### config.mk
export PLATFORM = sky130hd
export DESIGN_NAME = plc_fifo
export DESIGN_NICKNAME = d
export VERILOG_FILES = /design/src/hdl/plc_pkg.sv /design/src/hdl/plc_fifo.sv
export SDC_FILE = /design/constraint.sdc
export NUM_CORES = 1
export LEC_CHECK = 0
export BUFFER_PORTS_ARGS = -buffer_cell sky130_fd_sc_hd__buf_2
export CORE_MARGIN = 1.5
export CORE_UTILIZATION = 55
export DETAILED_ROUTE_END_ITERATION = 8
export PLACE_DENSITY_LB_ADDON = 0.25
export SETUP_SLACK_MARGIN = 0.1
export SLEW_MARGIN = 0
export SYNTH_ARGS = -nofsm -noshare
export SYNTH_HDL_FRONTEND = slang
export SYNTH_SLANG_ARGS = --single-unit
export TNS_END_PERCENT = 1
### constraint.sdc
create_clock -name clk -period 11.6 [get_ports clk]
set_input_delay 0.58 -clock clk [delete_from_list [all_inputs] [get_ports clk]]
set_output_delay 0.58 -clock clk [all_outputs]
set_load 0.05 [all_outputs]
### src/hdl/plc_pkg.sv
// Shared types, constants and register indexes of the path leg cost evaluator.
package plc_pkg;

  // Field widths.
  localparam int COORD_WIDTH     = 32;
  localparam int FRAC_BITS_DEF   = 8;
  localparam int GAIN_WIDTH      = 16;
  localparam int AREA_WIDTH      = 16;
  localparam int DIST_WIDTH      = 24;
  localparam int COST_WIDTH      = 32;
  localparam int CFG_INDEX_WIDTH = 2;
  localparam int CFG_DATA_WIDTH  = 24;

  // Register indexes.
  localparam logic [CFG_INDEX_WIDTH-1:0] CFG_SLOPE_K    = 2'd0;
  localparam logic [CFG_INDEX_WIDTH-1:0] CFG_CLEAR_BIAS = 2'd1;
  localparam logic [CFG_INDEX_WIDTH-1:0] CFG_CELL_SIZE  = 2'd2;

  // Depth of the queue between the front and the back.
  localparam int FIFO_DEPTH = 4;

  // Hold level of the intermediate products and the largest cost.
  localparam logic [32:0]           HOLD_CAP = 33'h1_0000_0000;
  localparam logic [COST_WIDTH-1:0] COST_MAX = '1;

  // One request as it arrives.
  typedef struct packed {
    logic signed [COORD_WIDTH-1:0] from_x;
    logic signed [COORD_WIDTH-1:0] from_y;
    logic signed [COORD_WIDTH-1:0] from_z;
    logic signed [COORD_WIDTH-1:0] to_x;
    logic signed [COORD_WIDTH-1:0] to_y;
    logic signed [COORD_WIDTH-1:0] to_z;
    logic [AREA_WIDTH-1:0]         area_multiplier;
    logic [DIST_WIDTH-1:0]         clearance;
    logic                          to_is_crossing;
  } leg_item_t;

  // One result.
  typedef struct packed {
    logic [COST_WIDTH-1:0] leg_cost;
    logic                  cost_saturated;
  } leg_cost_t;

  // A classified request as it waits in the queue.
  typedef struct packed {
    logic [COORD_WIDTH-1:0] dx;
    logic [COORD_WIDTH-1:0] dy;
    logic [COORD_WIDTH-1:0] dz;
    logic [AREA_WIDTH-1:0]  area;
    logic [DIST_WIDTH-1:0]  clearance;
    logic                   clr_on;
  } leg_delta_t;

  // Queue status.
  typedef struct packed {
    logic full;
    logic empty;
  } fifo_stat_t;

endpackage

### src/hdl/plc_fifo.sv
// Short queue that parts the front from the arithmetic back.
module plc_fifo (
  input  logic                 clk,
  input  logic                 rst,
  input  logic                 push,
  input  plc_pkg::leg_delta_t  wdata,
  input  logic                 pop,
  output plc_pkg::leg_delta_t  rdata,
  output plc_pkg::fifo_stat_t  stat
);

  localparam int DEPTH = plc_pkg::FIFO_DEPTH;
  localparam int PTR_W = $clog2(DEPTH);
  localparam int CNT_W = $clog2(DEPTH + 1);

  plc_pkg::leg_delta_t mem [DEPTH];
  logic [PTR_W-1:0]    wr_ptr;
  logic [PTR_W-1:0]    rd_ptr;
  logic [CNT_W-1:0]    count;

  // Storage.
  always_ff @(posedge clk) begin
    if (push) begin
      mem[wr_ptr] <= wdata;
    end
  end

  // Pointers and fill level.
  always_ff @(posedge clk) begin
    if (rst) begin
      wr_ptr <= '0;
      rd_ptr <= '0;
      count  <= '0;
    end else begin
      if (push) begin
        wr_ptr <= wr_ptr + PTR_W'(1);
      end
      if (pop) begin
        rd_ptr <= rd_ptr + PTR_W'(1);
      end
      case ({push, pop})
        2'b10: begin
          count <= count + CNT_W'(1);
        end
        2'b01: begin
          count <= count - CNT_W'(1);
        end
        default: begin
          count <= count;
        end
      endcase
    end
  end

  assign rdata      = mem[rd_ptr];
  assign stat.full  = (count == CNT_W'(DEPTH));
  assign stat.empty = (count == '0);

`ifndef SYNTHESIS
  a_no_overflow: assert property (@(posedge clk) disable iff (rst) push |-> !stat.full)
    else $error("queue written while full");
  a_no_underflow: assert property (@(posedge clk) disable iff (rst) pop |-> !stat.empty)
    else $error("queue read while empty");
  a_count_bound: assert property (@(posedge clk) disable iff (rst) count <= CNT_W'(DEPTH))
    else $error("queue fill level beyond depth");
  a_count_up: assert property (@(posedge clk) disable iff (rst)
    (push && !pop) |=> count == $past(count) + CNT_W'(1))
    else $error("queue fill level did not rise on a lone write");
  a_ptr_gap: assert property (@(posedge clk) disable iff (rst)
    wr_ptr == rd_ptr + PTR_W'(count))
    else $error("queue pointers disagree with fill level");
`endif

endmodule

Word level (Yosys, flattened, before mapping)
Memories as Yosys holds them, arrays and structs flattened. A register that Yosys moved wholly into a read port is not among the register bits.
Index checks and enable logic that the tools add are counted.
{"block": "totals", "reg_bits": 7, "ram_bits": 548, "out_inout_bits": 139, "wordCells": 18, "memories": 1}
{"block": "classes", "n_addsub": 4, "n_eq_ne": 3, "n_mux": 5, "reduce_logical": 2}
{"memory": "mem", "depth": 4, "word_bits": 137, "read_ports": 1, "rd_clocked_by_memory_dff": 1, "wr": 1, "line_no": "plc_fifo.sv:16", "rtl": "plc_pkg::leg_delta_t mem [DEPTH];"}
{"cell": "$pmux W3 S2", "n": 1}
{"cell": "$add A2 B1 Y2 const B", "n": 2}
{"cell": "$mux W2", "n": 2}
{"cell": "$add A3 B1 Y3 const B", "n": 1}
{"cell": "$eq A3 B3 Y1 const B", "n": 1}
{"cell": "$logic_not A3 Y1", "n": 1}
{"cell": "$sub A3 B1 Y3 const B", "n": 1}
{"cell": "$eq A2 B1 Y1 const B", "n": 1}
{"cell": "$eq A2 B2 Y1 const B", "n": 1}
{"cell": "$mux W1", "n": 2}
{"cell": "$reduce_bool A2 Y1", "n": 1}

Depth between registers and ports, before layout
{"block": "logic_depth", "ltp_word": 3, "ltp_mapped": 7, "depth_no_buf": 7}

Least setup slack after synthesis
OpenSTA, ideal clock, no wires.
{"block": "synth_timing", "kind": "input to register", "start": "input push", "end": "memory mem[0][0] in the netlist's numbering, enable pin", "setup_time_ns": 0.512, "t_arrival_ns": 3.714, "t_required_ns": 11.088, "path_slack_ns": 7.374, "stages": 1, "cell_sequence": "and2_1"}
{"block": "synth_between", "elab_chain_cells": 2}
{"element": "start, declared", "line_no": "plc_fifo.sv:5", "rtl": "input logic push,"}
{"element": "$mux W1", "line_no": "plc_fifo.sv:23", "rtl": "if (push) begin"}
{"element": "$mux W1 (implied by the code)", "line_no": "plc_fifo.sv:24", "rtl": "mem[wr_ptr] <= wdata;"}
{"element": "end, declared", "line_no": "plc_fifo.sv:16"}
Every way passes these cells.

==> out/qor.csv <==
metric;value;unit
maxCapViolCount;0;
cts_buffer_depth;3;
ant_nets;0;
port_buffers;279;
cts_buffers;53;
clock-sinks;557;
detail_route.wl_per_cell;22.9;um
ys_seq_elements;557;
yosys-top-cells-area;edfxtp_1 (82%), mux4_2 (15%), dfxtp_1 (0.89%);
synth_edf_count;548;
tns;0;ns
grtUsageTotal;19.7;%
cpMaxStageDelayCell;buf_4;
die_w;195;um
slowest_delay;0.75;ns
cp.arrival;3.39;ns
hold_path_class;primary input to flip-flop;
hold_viol;0;
final_util;66.1;%
fmax;252;MHz
fin_crit_sh;34.2;%
layout_commonest_cell;edfxtp_1;
dr.pass1.iters;4;
ys_seq_area_share;82.5;%
synth_fp_nets;909;
synth_top_area_share;81.6;%
synth_cell_types;21;
path_common_cell;buf_4;
die_area;0.0378;sq mm
r2r_setup_slack;8.54;ns
place_ws;8.14;ns
synth_top_area_cell;edfxtp_1;
cts_tree;done;
crit_family;buffers and inverters;
relSlewSlack;27.8;%
dp.cells;1483;
grt_pass1_vias;9364;
area_growth;17.4;%
core;0.0358;sq mm
cts.repair.resized;0;
crit_type;flip-flop to output port;
drive_above_1_share;45.1;%
critPathRequiredTime;11.02;ns
finalCriticalPeriod;3.97;ns
cts-root-buf;clkbuf_16;
stdcell_count;1582;
crit_buf_inv;3;
finalSetupViolCount;0;
cp-start-kind;flip-flop;
gr-total-overflow;0;
initial_core_util;56.3;%
remaining_drc_errors;0;
syn_area_per_cell;26.5;sq um
clock_latency;0.58;ns
status;complete, no violations;
worst_slew_pin_slew;1.08;ns
cts_setup_buffers;0;
ys_warn_count;0;
syn-instance-count;762;
n_fill_cell;2268;
leakagePower;7.95;nW
row_count;69;
clk_pin_slew;0.06;ns
totalWireLength;36.2;mm
grt_pass1_wl;55.9;mm
ys.flop_type;edfxtp_1;
drv_slew;0;
cts.htree.levels;2;
dp_hpwl;21.5;mm
pin_count;280;
die_h;195;um
viasPerCell;5.66;
netlist_area;0.0202;sq mm
cp-end-kind;output port;
synthArstFlopShare;0;%
place_congestion;0.715;
crit_fanout;47;
fin_nets;1224;
hold_buffers;0;
setup_ws;7.63;ns
drt_iter0_markers;498;
final_cell_mix;edfxtp_1 (548), buf_2 (279), mux4_2 (137), clkbuf_16 (55), clkbuf_1 (13);
crit_chain;buf_4 -> buf_4 -> mux4_2 -> buf_2;
antenna_found_initial;10;
rsz0062_at_grt;false;
skew;0.0195;ns
max-vdd-ir-drop;0.154;mV
vias;8960;
grt_start_max_net_pins;74;
p_per_area;194;mW/mm^2
finalPower;4.58;mW
## worst register-to-register path, cell delays in order (launching register included)
cell	delay, ns
dfxtp_1	0.35
inv_1	0.10
ha_1	0.15
and2_4	0.42
buf_4	0.69
buf_4	0.90
## sequential cells by signal, summed over array words and instances (netlist names), named ones only
name,flops
mem,548
count,3
rd_ptr,2
wr_ptr,2
## per-stage QoR
step	cell area (sq um)	hold slack, ns
floorplan	20200	0.467
global placement	22100	0.479
detailed placement	22100	0.494
CTS	23700	0.167
global route	23700	0.177
finish	23700	0.208
## cells by family after synthesis
| group | count (synthesis) | synth area share [%] |
|---|---|---|
| compound gates | 3 | 0.0744 |
| xor+xnor | 5 | 0.217 |
| fa+ha+maj | 6 | 0.409 |
| buf+inv | 37 | 1.10 |
| flops | 557 | 82.5 |
| mux | 138 | 15.3 |
| simple gates | 16 | 0.378 |
## Yosys cell counts (all sizes together), types with 2 or more instances
cell,number
a21oi,2
and2,4
buf,29
clkbuf,2
dfxtp,9
edfxtp,548
ha,5
inv,6
mux4,137
nor2,8
xnor2,2
xor2,3
## metal layers
| layer | GRT usage (%) | vias to the layer above | wire [um] |
|---|---|---|---|
| met2 | 30.8 | 268 | 17800 |
| met3 | 6.58 | 65 | 2910 |
| li1 | - | 3942 | - |
| met5 | 0 | - | 93 |
| met1 | 26.8 | 4671 | 14800 |
| met4 | 6.08 | 14 | 682 |
## cell type report
cell class	instances	area (sq um)	share of cell area [%]
inverter	6	22.5	0.0951
clock buffer	68	1430	6.02
timing repair buffer	291	1490	6.28
clock inverter	26	194	0.819
sequential	557	16600	70.3
antenna	5	12.5	0.0528
tap	461	577	2.44
multi-input combinational	168	3320	14.0
## power breakdown
part	total (mW)	internal [mW]	switching, mW
clock network	1.61	0.927	0.684
registers	2.34	2.31	0.0291
logic	0.629	0.184	0.446
## final timing paths
| path | endpoint | depth (start not counted) | start |
|---|---|---|---|
| hold reg to reg | count[2] | 2 | count[2] |
| setup / recovery | rdata[0] | 4 | flip-flop |
| setup reg to reg | mem[0][55] | 5 | wr_ptr[0] |
| hold / removal | mem[2][79] | 1 | wdata[79] |
Power figures use the tool's default switching activity.
