<file path="config.mk">
export PLATFORM = sky130hd
export DESIGN_NAME = plc_front
export DESIGN_NICKNAME = d
export VERILOG_FILES = /design/src/hdl/plc_pkg.sv /design/src/hdl/plc_front.sv
export SDC_FILE = /design/constraint.sdc
export NUM_CORES = 1
export LEC_CHECK = 0
export BUFFER_PORTS_ARGS = -buffer_cell sky130_fd_sc_hd__clkbuf_2
export CAP_MARGIN = 20
export CORE_MARGIN = 2
export CORE_UTILIZATION = 50
export DETAILED_ROUTE_END_ITERATION = 6
export PLACE_DENSITY = 0.85
export SYNTH_ARGS = -nofsm -noshare
export SYNTH_HDL_FRONTEND = slang
export SYNTH_SLANG_ARGS = --single-unit
export TNS_END_PERCENT = 30
</file>
<file path="constraint.sdc">
create_clock -name clk -period 14.4 [get_ports clk]
set_clock_uncertainty 0.05 [all_clocks]
set_input_delay 0 -clock clk [delete_from_list [all_inputs] [get_ports clk]]
set_output_delay 0 -clock clk [all_outputs]
set_load 0.1 [all_outputs]
</file>
<file path="src/hdl/plc_pkg.sv">
// Shared types, constants and register indexes of the path leg cost evaluator.
package plc_pkg;

  // Field widths.
  localparam int COORD_WIDTH     = 32;
  localparam int FRAC_BITS_DEF   = 8;
  localparam int GAIN_WIDTH      = 16;
  localparam int AREA_WIDTH      = 16;
  localparam int DIST_WIDTH      = 24;
  localparam int COST_WIDTH      = 32;
  localparam int CFG_INDEX_WIDTH = 2;
  localparam int CFG_DATA_WIDTH  = 24;

  // Register indexes.
  localparam logic [CFG_INDEX_WIDTH-1:0] CFG_SLOPE_K    = 2'd0;
  localparam logic [CFG_INDEX_WIDTH-1:0] CFG_CLEAR_BIAS = 2'd1;
  localparam logic [CFG_INDEX_WIDTH-1:0] CFG_CELL_SIZE  = 2'd2;

  // Depth of the queue between the front and the back.
  localparam int FIFO_DEPTH = 4;

  // Hold level of the intermediate products and the largest cost.
  localparam logic [32:0]           HOLD_CAP = 33'h1_0000_0000;
  localparam logic [COST_WIDTH-1:0] COST_MAX = '1;

  // One request as it arrives.
  typedef struct packed {
    logic signed [COORD_WIDTH-1:0] from_x;
    logic signed [COORD_WIDTH-1:0] from_y;
    logic signed [COORD_WIDTH-1:0] from_z;
    logic signed [COORD_WIDTH-1:0] to_x;
    logic signed [COORD_WIDTH-1:0] to_y;
    logic signed [COORD_WIDTH-1:0] to_z;
    logic [AREA_WIDTH-1:0]         area_multiplier;
    logic [DIST_WIDTH-1:0]         clearance;
    logic                          to_is_crossing;
  } leg_item_t;

  // One result.
  typedef struct packed {
    logic [COST_WIDTH-1:0] leg_cost;
    logic                  cost_saturated;
  } leg_cost_t;

  // A classified request as it waits in the queue.
  typedef struct packed {
    logic [COORD_WIDTH-1:0] dx;
    logic [COORD_WIDTH-1:0] dy;
    logic [COORD_WIDTH-1:0] dz;
    logic [AREA_WIDTH-1:0]  area;
    logic [DIST_WIDTH-1:0]  clearance;
    logic                   clr_on;
  } leg_delta_t;

  // Queue status.
  typedef struct packed {
    logic full;
    logic empty;
  } fifo_stat_t;

endpackage

</file>
<file path="src/hdl/plc_front.sv">
// Front part: takes a request, forms the axis distances and classifies the clearance case.
module plc_front (
  input  logic                              clk,
  input  logic                              rst,
  input  logic                              item_valid,
  output logic                              item_ready,
  input  plc_pkg::leg_item_t                item,
  input  logic [plc_pkg::GAIN_WIDTH-1:0]    bias_k,
  input  logic [plc_pkg::DIST_WIDTH-1:0]    cell_size,
  input  plc_pkg::fifo_stat_t               stat,
  output logic                              push,
  output plc_pkg::leg_delta_t               delta
);

  localparam int CW = plc_pkg::COORD_WIDTH;

  logic               held_valid;
  plc_pkg::leg_item_t held;

  // Absolute difference of two signed coordinates.
  function automatic logic [CW-1:0] abs_diff(input logic [CW-1:0] a, input logic [CW-1:0] b);
    logic [CW:0] d;
    logic [CW:0] n;
    d = {a[CW-1], a} - {b[CW-1], b};
    n = -d;
    return d[CW] ? n[CW-1:0] : d[CW-1:0];
  endfunction

  // The holding register frees as soon as its request moves into the queue.
  assign item_ready = !held_valid || !stat.full;
  assign push       = held_valid && !stat.full;

  always_ff @(posedge clk) begin
    if (rst) begin
      held_valid <= 1'b0;
    end else if (item_ready) begin
      held_valid <= item_valid;
    end
  end

  always_ff @(posedge clk) begin
    if (item_ready && item_valid) begin
      held <= item;
    end
  end

  // Distances and the clearance classification.
  always_comb begin
    delta.dx        = abs_diff(held.to_x, held.from_x);
    delta.dy        = abs_diff(held.to_y, held.from_y);
    delta.dz        = abs_diff(held.to_z, held.from_z);
    delta.area      = held.area_multiplier;
    delta.clearance = held.clearance;
    delta.clr_on    = (bias_k != '0) && (cell_size != '0) && held.to_is_crossing;
  end

endmodule

</file>
## Word-level counts from Yosys, hierarchy flattened

Index checks and enable logic that the tools add are counted.

| storage, ports and cells | value |
|---|---|
| input bits | 278 |
| output and inout bits | 139 |
| flip-flop bits (word level) | 234 |
| word-level logic and storage cells | 28 |

| operators by class | value |
|---|---|
| mux-type cells | 3 |
| reductions and logical operators | 9 |
| add/subtract/negate cells | 6 |

Operators with widths:

| operator | count |
|---|---|
| 32-bit by 32-bit subtractor with 33-bit output | 3 |
| 32-bit two-way mux | 3 |
| 32-bit negation | 3 |
| 24-bit nonzero test | 1 |
| 16-bit nonzero test | 1 |
| 1-bit logical AND | 4 |
| 1-bit zero test | 2 |
| 1-bit logical OR | 1 |

## Depth between registers and ports, before layout

Gate-level depths: netlist of run 1.

| depth | value |
|---|---|
| depth in word-level cells | 3 |
| gate-level depth with buffers | 17 |
| gate-level depth less buffers | 15 |

## Least setup slack after synthesis of run 1

No wires, ideal clock.

| timing | value |
|---|---|
| kind | reg-to-reg |
| start | register held_valid |
| end | register held (netlist bit delta[10]), enable pin |
| setup slack | 7.365 ns |
| library setup time | 0.621 ns |
| data required time | 13.729 ns |
| path buffers | 0 |
| period minus slack after synthesis | 7.035 ns |
| stages on the path, launching flop included | 3 |
| data arrival time | 6.364 ns |
| path through | dfxtp_1 -> nand2_1 -> and2_1 |

| on the way | value |
|---|---|
| word-level cells in the longest chain between the ends | 3 |

RTL lines:

| what | line | RTL |
|---|---|---|
| from (decl) | plc_front.sv:17 | `logic held_valid;` |
| from (signal assigned) | plc_front.sv:37 | `held_valid <= item_valid;` |
| 1-bit zero test | plc_front.sv:30 | `assign item_ready = !held_valid \|\| !stat.full;` |
| 1-bit logical OR | plc_front.sv:30 |  |
| via item_ready | plc_front.sv:6 | `output logic item_ready,` |
| 1-bit logical AND | plc_front.sv:42 | `if (item_ready && item_valid) begin` |
| to (signal assigned) | plc_front.sv:43 | `held <= item;` |
| to (decl) | plc_front.sv:18 | `plc_pkg::leg_item_t held;` |

The timed path passes the listed nets, and every way through them passes these cells.
A chain may end at the register's enable or synchronous reset.

==> results of run 1 <==
==> synthesized netlist by cell type, drive strengths merged (12+ instances only) <==
cell      n
o21a     16
nor3     24
o31ai    13
xor2     60
nand2b   12
nor2     79
and2     21
or3      13
nand3    30
nand4    21
xnor2   107
nand2   107
a21o     34
o21ai    79
edfxtp  233
clkbuf   33
inv     132
buf      49
a31oi    19
ha       99
nor2b    17
a211oi   13
a21oi   123
nor4     16
==> cells by family (layout without fill, tap and decap cells) <==
| kind of cell | after synthesis | count (layout) | share of synthesized area [%] |
|---|---|---|---|
| flops | 234 | 234 | 45.49 |
| buf+inv | 214 | 835 | 6.254 |
| mux | 10 | 10 | 0.6570 |
| other cells | 0 | 11 | 0 |
| xor+xnor | 167 | 167 | 9.482 |
| compound gates | 395 | 395 | 16.91 |
| fa+ha+maj | 102 | 102 | 8.419 |
| simple gates | 380 | 380 | 12.79 |
==> path summary, 6_finish.rpt <==
path / to / slack (ns) / depth (start not counted)
min reg2reg: held[166] / 0.96 / 2
max: delta[114] / 8.98 / 16
max reg2reg: held[53] / 11.41 / 4
min: held[166] / 0.03 / 2
==> placed cells by master (no fill, tap or decap), types with 21 or more instances in the layout <==
master,Yosys,layout
nand4_1,21,21
nand2_1,107,107
nand3_1,30,30
ha_1,99,99
a21o_1,34,34
a21oi_1,122,122
dlygate4sd3_1,0,235
inv_1,132,132
xor2_1,60,60
o21ai_0,62,62
nor3_1,22,22
clkbuf_2,0,415
xnor2_1,107,107
clkbuf_16,0,27
nor2_1,78,78
edfxtp_1,233,233
==> worst max-delay path, cell delays in order, from the launching register on <==
cell,delay [ns]
edfxtp_1,0.37
inv_1,0.07
ha_1,0.26
inv_1,0.08
fa_1,0.42
a21o_1,0.21
and4_1,0.25
o211ai_1,0.36
nand3_1,0.20
a21boi_1,0.27
o21ai_1,0.16
a211o_1,0.32
a2111o_1,0.42
a21boi_1,0.28
a41o_1,0.33
xnor2_1,0.29
clkbuf_2,0.52
==> report_power, final <==
| group | switching [uW] | leakage, uW | total [uW] | internal (uW) |
|---|---|---|---|---|
| combinational | 1240 | 0.00632 | 1570 | 338 |
| clock | 302 | 0.000452 | 719 | 418 |
| sequential | 14.9 | 0.00226 | 813 | 798 |
| total | 1550 | 0.00903 | 3110 | 1550 |
==> stage by stage <==
step	power, uW	setup slack, ns	instance area (um2)	hold WS, ns
2_1_floorplan	2070	7.365	15430	0.02238
3_3_place_gp	2296	9.840	17560	0.1086
3_5_place_dp	2314	9.762	17560	0.1190
4_1_cts	3078	9.150	20830	0.01034
5_1_grt	3195	8.871	20860	0.04510
6_report	3106	8.982	20860	0.02798
==> state kept, by name (all words and copies together), names as in the netlist <==
register    cells
delta          40
held          193
held_valid      1
==> metal layers <==
metal | part of all wire (%) | vias up | routed length (um)
li1 | - | 6696 | -
met5 | 0 | - | 0
met3 | 7.7 | 221 | 3884
met2 | 50 | 899 | 25080
met1 | 36 | 6922 | 17950
met4 | 7.1 | 0 | 3576
==> layout make-up <==
type	instances	share of cell area [%]
Clock inverter	22	1.164
Antenna cell	11	0.1320
Tap cell	396	2.375
Timing Repair Buffer	654	21.38
Inverter	132	2.375
Clock buffer	27	3.239
Multi-Input combinational cell	1054	35.70
Sequential cell	234	33.64
==> timing repair <==
| action | in CTS | in global routing |
|---|---|---|
| hold buffers | 235 | 0 |
| hold endpoints to repair | 234 | 0 |
| buffers inserted | 0 | 0 |
==> metrics.txt, run 1 <==
# TYPE chip_impl_metric gauge
chip_impl_info{name="outcome",value="completed"} 1
chip_impl_metric{name="use_met2",unit="%"} 52.55
chip_impl_metric{name="synthToLayoutAreaGrowth",unit="%"} 35.23
chip_impl_metric{name="wl",unit="um"} 50490
chip_impl_metric{name="die_h",unit="um"} 179.6
chip_impl_metric{name="mappedNetlistArea",unit="mm2"} 0.01543
chip_impl_metric{name="number_of_cells_produced_by_synthesis",unit=""} 1502
chip_impl_metric{name="initial_utilization",unit="%"} 50.56
chip_impl_metric{name="fp.dieArea",unit="mm2"} 0.03227
chip_impl_metric{name="cts_buffer_depth",unit=""} 3
chip_impl_metric{name="grt_antenna_before_repair",unit=""} 11
chip_impl_metric{name="detail_route.iter0.violations",unit=""} 1365
chip_impl_metric{name="core_area",unit="mm2"} 0.03051
chip_impl_info{name="timing.hold.worst.start",value="item_valid"} 1
chip_impl_info{name="setup.worst_path.start",value="held[105]"} 1
chip_impl_metric{name="cp.arrival",unit="ns"} 5.37
chip_impl_metric{name="gr-usage-met1",unit="%"} 33.25
chip_impl_metric{name="track_usage",unit="%"} 29.73
chip_impl_metric{name="clkSinkCount",unit=""} 234
chip_impl_info{name="grt_setup_unrepaired",value="no"} 1
chip_impl_metric{name="p_leak",unit="uW"} 0.009032
chip_impl_metric{name="final_cells",unit=""} 2530
chip_impl_metric{name="post-route-period-util",unit="%"} 37.63
chip_impl_metric{name="gp_congestion",unit=""} 0.9363
chip_impl_info{name="synth_ff_type",value="edfxtp_1"} 1
chip_impl_info{name="synth_area_leaders",value="edfxtp_1, ha_1, xnor2_1, a21oi_1, xor2_1"} 1
chip_impl_metric{name="numCtsBuffers",unit=""} 27
chip_impl_metric{name="post_drt_via_cell_ratio",unit=""} 5.825
chip_impl_metric{name="filler_cell_count",unit=""} 2131
chip_impl_metric{name="route.detailed.wl_per_inst",unit="um"} 19.96
chip_impl_metric{name="drc_errors",unit=""} 0
chip_impl_info{name="worst_setup_path_end_kind",value="primary output"} 1
chip_impl_metric{name="final_core_utilization",unit="%"} 68.37
chip_impl_info{name="reg2reg_from",value="held_valid"} 1
chip_impl_metric{name="drive_gt1_share",unit="%"} 23.41
chip_impl_info{name="tritoncts_clock_tree",value="built"} 1
chip_impl_metric{name="ios",unit=""} 417
chip_impl_metric{name="cts.htree.levels",unit=""} 1
chip_impl_info{name="worstSetupStartpointType",value="flop"} 1
chip_impl_metric{name="regArea",unit="mm2"} 0.007017
chip_impl_metric{name="maxCapViolCount",unit=""} 0
chip_impl_metric{name="critical_path.max_fanout",unit=""} 9
chip_impl_info{name="most_used_routing_layer",value="met2"} 1
chip_impl_metric{name="maximum_number_of_pins_on_one_net_before_global_route_repair",unit=""} 75
chip_impl_metric{name="timing.max_slew.rel_slack",unit="%"} 32.84
chip_impl_metric{name="worstSkewPairLatency",unit="ns"} 0.54
chip_impl_metric{name="tightest_slew",unit="ns"} 0.9820
chip_impl_metric{name="power.density_cell_area",unit="mW/mm2"} 148.9
chip_impl_info{name="netlist.top_cell.by_area",value="edfxtp_1"} 1
chip_impl_metric{name="multi_input_gate_area",unit="mm2"} 0.007447
chip_impl_metric{name="clock_slew_at_reported_path_ffs",unit="ns"} 0.06
chip_impl_metric{name="use_met3",unit="%"} 5.186
chip_impl_metric{name="maximum_frequency_from_static_timing_analysis",unit="MHz"} 184.6
chip_impl_metric{name="async_set_or_reset_flop_fraction_in_the_synthesized_netlist",unit="%"} 0
chip_impl_metric{name="timing.final.max_slew_violations",unit=""} 0
chip_impl_info{name="cts_root_buf",value="clkbuf_16"} 1
chip_impl_metric{name="grt_first_pass_wirelength",unit="um"} 77690
chip_impl_metric{name="synth_enable_flop_cells",unit=""} 233
chip_impl_metric{name="synth.net_count",unit=""} 1882
chip_impl_metric{name="syn_avg_cell_area",unit="um2"} 10.27
chip_impl_metric{name="floorplan.die.width",unit="um"} 179.6
chip_impl_metric{name="std_cell_rows",unit=""} 64
chip_impl_metric{name="portbufs",unit=""} 415
chip_impl_metric{name="final_period_minus_worst_setup_slack",unit="ns"} 5.418
chip_impl_metric{name="worst-endpoint-required",unit="ns"} 14.35
chip_impl_metric{name="setup_total_neg_slack",unit="ns"} 0
chip_impl_metric{name="synth_cell_type_count",unit=""} 92
chip_impl_metric{name="hold_viol_final",unit=""} 0
chip_impl_info{name="worstHoldPathType",value="input port to flop"} 1
chip_impl_metric{name="postCtsResizedCells",unit=""} 0
chip_impl_metric{name="first_global_vias",unit=""} 14730
chip_impl_metric{name="grt_remaining_overflow",unit=""} 0
chip_impl_metric{name="ys_ff_latch",unit=""} 234
chip_impl_metric{name="synthesis.yosys.warnings",unit=""} 0
chip_impl_metric{name="synth_largest_type_area_fraction",unit="%"} 45.36
chip_impl_metric{name="seq_area_frac_synth",unit="%"} 45.49
chip_impl_metric{name="drtAntennaViolNets",unit=""} 0
chip_impl_metric{name="ir_drop",unit="mV"} 0.1077
chip_impl_metric{name="hpwlAfterDp",unit="um"} 33420
chip_impl_info{name="crit_type",value="flop to primary output"} 1
chip_impl_metric{name="final_setup_violation_count",unit=""} 0
chip_impl_metric{name="dp.cells",unit=""} 2235
chip_impl_metric{name="nets",unit=""} 2483
chip_impl_metric{name="detailroute.via_count",unit=""} 14740
chip_impl_metric{name="drt-pass1-iter-count",unit=""} 6
No activity file was read; power rests on OpenSTA's default activity.
==> inputs of run 2 (changes only) <==
--- a/config.mk
+++ b/config.mk
@@ -5,12 +5,13 @@
 export SDC_FILE = /design/constraint.sdc
 export NUM_CORES = 1
 export LEC_CHECK = 0
+export ABC_AREA = 1
 export BUFFER_PORTS_ARGS = -buffer_cell sky130_fd_sc_hd__clkbuf_2
 export CAP_MARGIN = 20
 export CORE_MARGIN = 2
 export CORE_UTILIZATION = 50
 export DETAILED_ROUTE_END_ITERATION = 6
-export PLACE_DENSITY = 0.85
+export PLACE_DENSITY = 0.86
 export SYNTH_ARGS = -nofsm -noshare
 export SYNTH_HDL_FRONTEND = slang
 export SYNTH_SLANG_ARGS = --single-unit
==> constraint.sdc (replaced) <==
create_clock -name clk -period 4.64 [get_ports clk]
set_clock_uncertainty 0.05 [all_clocks]
set_input_delay 0 -clock clk [delete_from_list [all_inputs] [get_ports clk]]
set_output_delay 0 -clock clk [all_outputs]
set_load 0.1 [all_outputs]
==> metrics.txt, run 2 <==
# TYPE chip_impl_metric gauge
chip_impl_info{name="outcome",value="completed"} 1
chip_impl_info{name="yosys.cell_count.top_type",value="nand2_1"} 1
chip_impl_metric{name="initial_utilization",unit="%"} 50.65
chip_impl_metric{name="clkSinkCount",unit=""} 234
chip_impl_metric{name="power.density_cell_area",unit="mW/mm2"} 414.0
chip_impl_info{name="worst_setup_path_end_kind",value="primary output"} 1
chip_impl_metric{name="synth_cell_type_count",unit=""} 40
chip_impl_metric{name="drtAntennaViolNets",unit=""} 0
chip_impl_metric{name="floorplan.die.width",unit="um"} 196.1
chip_impl_metric{name="synthesis.yosys.warnings",unit=""} 0
chip_impl_metric{name="cp.arrival",unit="ns"} 4.08
chip_impl_info{name="worstSetupStartpointType",value="flop"} 1
chip_impl_metric{name="tightest_slew",unit="ns"} 1.181
chip_impl_metric{name="grt_remaining_overflow",unit=""} 0
chip_impl_metric{name="ys_ff_latch",unit=""} 234
chip_impl_metric{name="cts_post_setup_buffers_inserted",unit=""} 0
chip_impl_metric{name="timing.final.max_slew_violations",unit=""} 0
chip_impl_info{name="grt_setup_unrepaired",value="no"} 1
chip_impl_metric{name="worst-endpoint-required",unit="ns"} 4.59
chip_impl_metric{name="detailroute.via_count",unit=""} 18530
chip_impl_metric{name="nets",unit=""} 3629
chip_impl_metric{name="async_set_or_reset_flop_fraction_in_the_synthesized_netlist",unit="%"} 0
chip_impl_metric{name="maximum_number_of_pins_on_one_net_before_global_route_repair",unit=""} 188
chip_impl_metric{name="syn_avg_cell_area",unit="um2"} 7.057
chip_impl_metric{name="critical_path.max_fanout",unit=""} 30
chip_impl_metric{name="std_cell_rows",unit=""} 70
chip_impl_metric{name="drive_gt1_share",unit="%"} 16.52
chip_impl_metric{name="number_of_cells_produced_by_synthesis",unit=""} 2615
chip_impl_metric{name="ir_drop",unit="mV"} 0.3634
chip_impl_metric{name="largest_reg_flops",unit=""} 193
chip_impl_metric{name="clock_slew_at_reported_path_ffs",unit="ns"} 0.07
chip_impl_info{name="crit_type",value="flop to primary output"} 1
chip_impl_metric{name="ios",unit=""} 417
chip_impl_info{name="synth_ff_type",value="edfxtp_1"} 1
chip_impl_metric{name="gp_congestion",unit=""} 0.9815
chip_impl_info{name="worstHoldPathType",value="input port to flop"} 1
chip_impl_metric{name="wl_met2",unit="um"} 27640
chip_impl_metric{name="post_drt_via_cell_ratio",unit=""} 4.950
chip_impl_metric{name="hold_viol_final",unit=""} 0
chip_impl_metric{name="maximum_frequency_from_static_timing_analysis",unit="MHz"} 242.3
chip_impl_info{name="cts_root_buf",value="clkbuf_16"} 1
chip_impl_metric{name="maxCapViolCount",unit=""} 0
chip_impl_metric{name="cts_buffer_depth",unit=""} 3
chip_impl_metric{name="post-route-period-util",unit="%"} 88.96
chip_impl_metric{name="final_setup_violation_count",unit=""} 0
chip_impl_metric{name="filler_cell_count",unit=""} 2918
chip_impl_metric{name="hpwlAfterDp",unit="um"} 39770
chip_impl_info{name="mostFrequentLayoutCell",value="nand2_1"} 1
chip_impl_metric{name="wl",unit="um"} 56720
chip_impl_info{name="top_layer_used",value="met4"} 1
chip_impl_metric{name="met3_length",unit="um"} 3900
chip_impl_metric{name="numCtsBuffers",unit=""} 26
chip_impl_metric{name="grt_antenna_before_repair",unit=""} 6
chip_impl_metric{name="first_global_vias",unit=""} 18030
chip_impl_info{name="tritoncts_clock_tree",value="built"} 1
chip_impl_metric{name="core_area",unit="mm2"} 0.03643
chip_impl_metric{name="hold_path_depth",unit=""} 2
chip_impl_metric{name="synth_enable_flop_cells",unit=""} 233
chip_impl_metric{name="drc_errors",unit=""} 0
chip_impl_metric{name="synthToLayoutAreaGrowth",unit="%"} 30.27
chip_impl_metric{name="drt-pass1-iter-count",unit=""} 6
chip_impl_metric{name="final_period_minus_worst_setup_slack",unit="ns"} 4.128
chip_impl_metric{name="r2r_setup_slack",unit="ns"} 2.71
chip_impl_metric{name="cts-hold-fix-buffers",unit=""} 237
chip_impl_metric{name="p_leak",unit="uW"} 0.01319
chip_impl_metric{name="m1WireLength",unit="um"} 22480
chip_impl_info{name="netlist.top_cell.by_area",value="edfxtp_1"} 1
chip_impl_metric{name="portbufs",unit=""} 415
chip_impl_metric{name="postCtsResizedCells",unit=""} 0
chip_impl_metric{name="placement.cell_area",unit="mm2"} 0.02079
chip_impl_metric{name="grt_first_pass_wirelength",unit="um"} 89470
chip_impl_metric{name="seq_area_frac_synth",unit="%"} 38.02
chip_impl_metric{name="detail_route.iter0.violations",unit=""} 1526
chip_impl_metric{name="synth_largest_type_area_fraction",unit="%"} 37.91
chip_impl_metric{name="path_depth_of_the_worst_reg2reg_path",unit=""} 2
chip_impl_info{name="layout_common_cells",value="nand2_1, inv_1, clkbuf_2, dlygate4sd3_1, edfxtp_1"} 1
chip_impl_info{name="synth.cells.most_frequent",value="nand2_1, inv_1, edfxtp_1"} 1
chip_impl_info{name="synth_area_leaders",value="edfxtp_1, nand2_1, inv_1, ha_1, nor2_1"} 1
chip_impl_metric{name="fp.dieArea",unit="mm2"} 0.03846
chip_impl_metric{name="stdcell_area",unit="mm2"} 0.02404
chip_impl_metric{name="cts.htree.levels",unit=""} 1
chip_impl_metric{name="mappedNetlistArea",unit="mm2"} 0.01845
chip_impl_metric{name="route.detailed.wl_per_inst",unit="um"} 15.15
chip_impl_metric{name="timing.max_slew.rel_slack",unit="%"} 21.25
chip_impl_metric{name="track_usage",unit="%"} 29.06
chip_impl_metric{name="worstSkewPairLatency",unit="ns"} 0.55
chip_impl_metric{name="die_h",unit="um"} 196.1
chip_impl_metric{name="setup_total_neg_slack",unit="ns"} 0
chip_impl_metric{name="synth.net_count",unit=""} 2995
chip_impl_info{name="top_register",value="held"} 1
run 2: changes by cell type after synthesis, sizes merged, moves of 16 or more:
cell	delta
nand2	+884
inv	+456
nor2b	-17
a21oi	-67
clkbuf	-33
o21a	-16
xor2	+17
a31oi	-18
nor2	+150
a21o	-34
nand3	+121
o21ai	-68
nand3b	+16
xnor2	-74
run 2: worst paths after layout:
check,start,to
worst max register to register,held_valid,held[43]
worst max-delay path,held[41],delta[59]
worst min-delay path,item[173],held[173]
worst min register to register,held_valid,held[134]
run 2: metrics by stage:
step	total power, uW	std cells	utilization (%)	hold slack (ns)	worst slack [ns]
global route	10370	3743	65.98	0.08127	0.1856
finish	9953	3743	65.98	0.1014	0.5124
detailed placement	7643	3452	57.07	0.1053	1.081
global placement	7595	3452	57.07	0.09594	1.094
CTS	9886	3737	65.94	0.06569	0.4615
floorplan	6782	2615	-	0.01165	0.002037
run 2: power by group:
| group | total, uW | internal (uW) | leakage (uW) | switching, uW |
|---|---|---|---|---|
| clock | 2100 | 1170 | 0.000416 | 925 |
| sequential | 2520 | 2480 | 0.00226 | 44.5 |
| combinational | 5330 | 1090 | 0.0105 | 4240 |
run 2: final cells by class:
class	instances	area (um2)	area share, %
Inverter	588	2207	9.181
Multi-Input combinational cell	1743	8865	36.88
Clock buffer	33	718.2	2.988
Clock inverter	15	138.9	0.5777
Sequential cell	234	7018	29.19
Antenna cell	6	15.01	0.06246
Timing Repair Buffer	656	4492	18.69
Tap cell	468	585.6	2.436
run 2: kinds of logic (layout without fill, tap and decap cells):
kind of cell,count (synthesis),after routing,synth area share (%)
buffers and inverters,638,1292,14.00
DFF,234,234,38.02
AOI/OAI and AO/OA,72,72,2.041
and+or+nand+nor,1459,1459,33.37
other,0,6,0
xor gates and xnor gates,110,110,5.526
adders and majority gates,102,102,7.038
run 2: metal layers:
layer  vias up  global-route usage, %
li1       9246                      -
met1      8234                  34.90
met2       852                  51.48
met3       194                  4.263
met4         0                  13.41
met5         -                      0
run 2: critical path, cell delays in order (launching register included):
cell and delay (ns):
edfxtp_1 0.35, inv_1 0.06, ha_1 0.13, inv_1 0.07
fa_1 0.45, nand3_1 0.14, nand3_2 0.11, nand3_1 0.13
nand3b_4 0.14, nand2_2 0.11, nand2_1 0.10, nand2_1 0.12
nand3_1 0.09, nand2_1 0.09, nand2_2 0.33, inv_2 0.30
nor2_1 0.11, xor2_1 0.15, inv_1 0.08, clkbuf_2 0.45
==> inputs of run 3 (changes only) <==
--- a/config.mk
+++ b/config.mk
@@ -11,7 +11,9 @@
 export CORE_MARGIN = 2
 export CORE_UTILIZATION = 50
 export DETAILED_ROUTE_END_ITERATION = 6
+export GPL_TIMING_DRIVEN = 0
 export PLACE_DENSITY = 0.86
+export RECOVER_POWER = 100
 export SYNTH_ARGS = -nofsm -noshare
 export SYNTH_HDL_FRONTEND = slang
 export SYNTH_SLANG_ARGS = --single-unit
==> metrics.txt, run 3 (synthesis results as in run 2) <==
# TYPE chip_impl_metric gauge
chip_impl_metric{name="cts.htree.levels",unit=""} 1
chip_impl_metric{name="hold_viol_final",unit=""} 0
chip_impl_metric{name="final_worst_setup_slack",unit="ns"} 0.4140
chip_impl_info{name="grt_setup_unrepaired",value="no"} 1
chip_impl_metric{name="route.detailed.wl_per_inst",unit="um"} 15.94
chip_impl_metric{name="track_usage",unit="%"} 31.15
chip_impl_metric{name="worstSkewPairLatency",unit="ns"} 0.55
chip_impl_metric{name="drc_errors",unit=""} 0
chip_impl_metric{name="grt_first_pass_wirelength",unit="um"} 94960
chip_impl_metric{name="floorplan.die.width",unit="um"} 196.1
chip_impl_metric{name="ios",unit=""} 417
chip_impl_metric{name="grt_antenna_before_repair",unit=""} 6
chip_impl_metric{name="timing.max_slew.rel_slack",unit="%"} -24.72
chip_impl_info{name="timing.critical_path.mode_cell",value="nand2_1"} 1
chip_impl_metric{name="p_leak",unit="uW"} 0.01303
chip_impl_info{name="worstHoldPathType",value="input port to flop"} 1
chip_impl_metric{name="post-route-period-util",unit="%"} 91.08
chip_impl_metric{name="post_drt_via_cell_ratio",unit=""} 5.026
chip_impl_metric{name="worst_path_largest_cell_delay",unit="ns"} 0.90
chip_impl_info{name="cts_root_buf",value="clkbuf_16"} 1
chip_impl_metric{name="first_global_vias",unit=""} 18810
chip_impl_metric{name="die_h",unit="um"} 196.1
chip_impl_metric{name="postCtsResizedCells",unit=""} 0
chip_impl_metric{name="final_setup_violation_count",unit=""} 0
chip_impl_metric{name="filler_cell_count",unit=""} 2934
chip_impl_metric{name="cp.arrival",unit="ns"} 4.18
chip_impl_metric{name="core_area",unit="mm2"} 0.03643
chip_impl_metric{name="cts_post_setup_buffers_inserted",unit=""} 0
chip_impl_metric{name="detailroute.via_count",unit=""} 19090
chip_impl_metric{name="std_cell_rows",unit=""} 70
chip_impl_metric{name="drive_gt1_share",unit="%"} 13.27
chip_impl_info{name="worstSetupStartpointType",value="flop"} 1
chip_impl_metric{name="critical_path.n_buffers_inverters",unit=""} 4
chip_impl_info{name="outcome",value="finished with violations"} 1
chip_impl_metric{name="critical_path.max_fanout",unit=""} 10
chip_impl_info{name="cell_at_the_slowest_stage_of_the_critical_path",value="clkbuf_1"} 1
chip_impl_metric{name="drt-pass1-iter-count",unit=""} 6
chip_impl_metric{name="wl",unit="um"} 60530
chip_impl_info{name="tritoncts_clock_tree",value="built"} 1
chip_impl_metric{name="clkSinkCount",unit=""} 234
chip_impl_metric{name="fp.dieArea",unit="mm2"} 0.03846
chip_impl_metric{name="hpwlAfterDp",unit="um"} 41330
chip_impl_info{name="layout_common_cells",value="nand2_1, inv_1, clkbuf_2, dlygate4sd3_1, edfxtp_1"} 1
chip_impl_metric{name="cts-hold-fix-buffers",unit=""} 238
chip_impl_info{name="cp_top_family",value="buffers and inverters"} 1
chip_impl_metric{name="place_ws",unit="ns"} 1.283
chip_impl_metric{name="cts_buffer_depth",unit=""} 3
chip_impl_metric{name="detail_route.iter0.violations",unit=""} 1387
chip_impl_metric{name="initial_utilization",unit="%"} 50.65
chip_impl_metric{name="maximum_number_of_pins_on_one_net_before_global_route_repair",unit=""} 34
chip_impl_metric{name="worst-endpoint-required",unit="ns"} 4.59
chip_impl_metric{name="dp.cells",unit=""} 3506
chip_impl_info{name="mostFrequentLayoutCell",value="nand2_1"} 1
chip_impl_metric{name="gp_congestion",unit=""} 0.9830
chip_impl_metric{name="final_period_minus_worst_setup_slack",unit="ns"} 4.226
chip_impl_metric{name="timing.final.max_slew_violations",unit=""} 97
chip_impl_metric{name="nets",unit=""} 3685
chip_impl_metric{name="portbufs",unit=""} 415
chip_impl_metric{name="largest_reg_flops",unit=""} 193
chip_impl_metric{name="clock_slew_at_reported_path_ffs",unit="ns"} 0.07
chip_impl_metric{name="ir_drop",unit="mV"} 0.3789
chip_impl_info{name="top_register",value="held"} 1
chip_impl_metric{name="grt_remaining_overflow",unit=""} 0
chip_impl_metric{name="maxCapViolCount",unit=""} 3
chip_impl_info{name="crit_path_cell_trace",value="inv_1 -> ha_1 -> inv_1 -> fa_1 -> nand3_1 -> nand3_2 -> nand3_1 -> nand3b_4 -> nand2_2 -> nand2_1 -> nand2_1 -> nand4_1 -> nand2_2 -> buf_2 -> nand2_1 -> xor2_1 -> clkbuf_1"} 1
chip_impl_metric{name="drtAntennaViolNets",unit=""} 0
chip_impl_metric{name="final_cells",unit=""} 3797
chip_impl_metric{name="power.density_cell_area",unit="mW/mm2"} 418.0
chip_impl_info{name="violated_checks",value="max-capacitance violations, max-slew violations"} 1
chip_impl_metric{name="maximum_frequency_from_static_timing_analysis",unit="MHz"} 236.6
chip_impl_metric{name="numCtsBuffers",unit=""} 27
chip_impl_info{name="worst_setup_path_end_kind",value="primary output"} 1
chip_impl_metric{name="r2r_setup_slack",unit="ns"} 0.57
chip_impl_metric{name="tightest_slew",unit="ns"} 1.871
chip_impl_metric{name="synthToLayoutAreaGrowth",unit="%"} 31.47
chip_impl_info{name="crit_type",value="flop to primary output"} 1
[run 3: changes by cell type in the layout (fill, tap and decap cells not counted), moves of 4 or more]
cell | before | now
buf_4 | 3 | 43
clkinv_1 | 0 | 4
clkbuf_1 | 4 | 142
buf_2 | 0 | 4
clkbuf_2 | 415 | 279
nor2_1 | 210 | 215
[run 3: per-layer routing]
layer  up-vias  share of wire, %  track usage (%)
met5         -             0.017                0
met4         2               5.1            14.53
met2       938                49            56.60
met1      8537                38            35.99
li1       9369                 -                -
met3       239               7.5            4.796
[run 3: final cells by class]
class	count	area, um2	share of cell area (%)
antenna	5	12.51	0.05157
timing repair buffer	661	4335	17.87
clock buffer	28	679.4	2.800
buffer	50	376.6	1.552
clock inverter	20	227.7	0.9386
inverter	588	2207	9.097
multi-input combinational	1743	8820	36.35
tap	468	585.6	2.414
sequential	234	7017	28.92
[run 3: final timing paths]
path	start	endpoint	cells after the start
setup / recovery	held[41]	delta[55]	17
hold / removal	item[172]	held[172]	2
setup reg to reg	held_valid	held[183]	4
hold reg to reg	held_valid	held_valid	3
[run 3: where the power goes]
part | internal [uW] | leakage (uW) | switching, uW
Sequential | 2480 | 0.00226 | 45.7
Combinational | 1070 | 0.0103 | 4300
Clock | 1290 | 0.000424 | 960
[run 3: stage by stage]
stage	total power [uW]	instance area (um2)	utilization, %	setup TNS (ns)	hold slack (ns)
final	10140	24260	66.59	0	0.09770
after global routing	10540	24260	66.59	0	0.09798
after CTS	10120	24590	67.50	0	0.07355
after detailed placement	7729	21300	58.47	0	0.1010
after global placement	7688	21130	57.99	-323.23	0.09784
after floorplan	6782	18470	-	0	0.01165
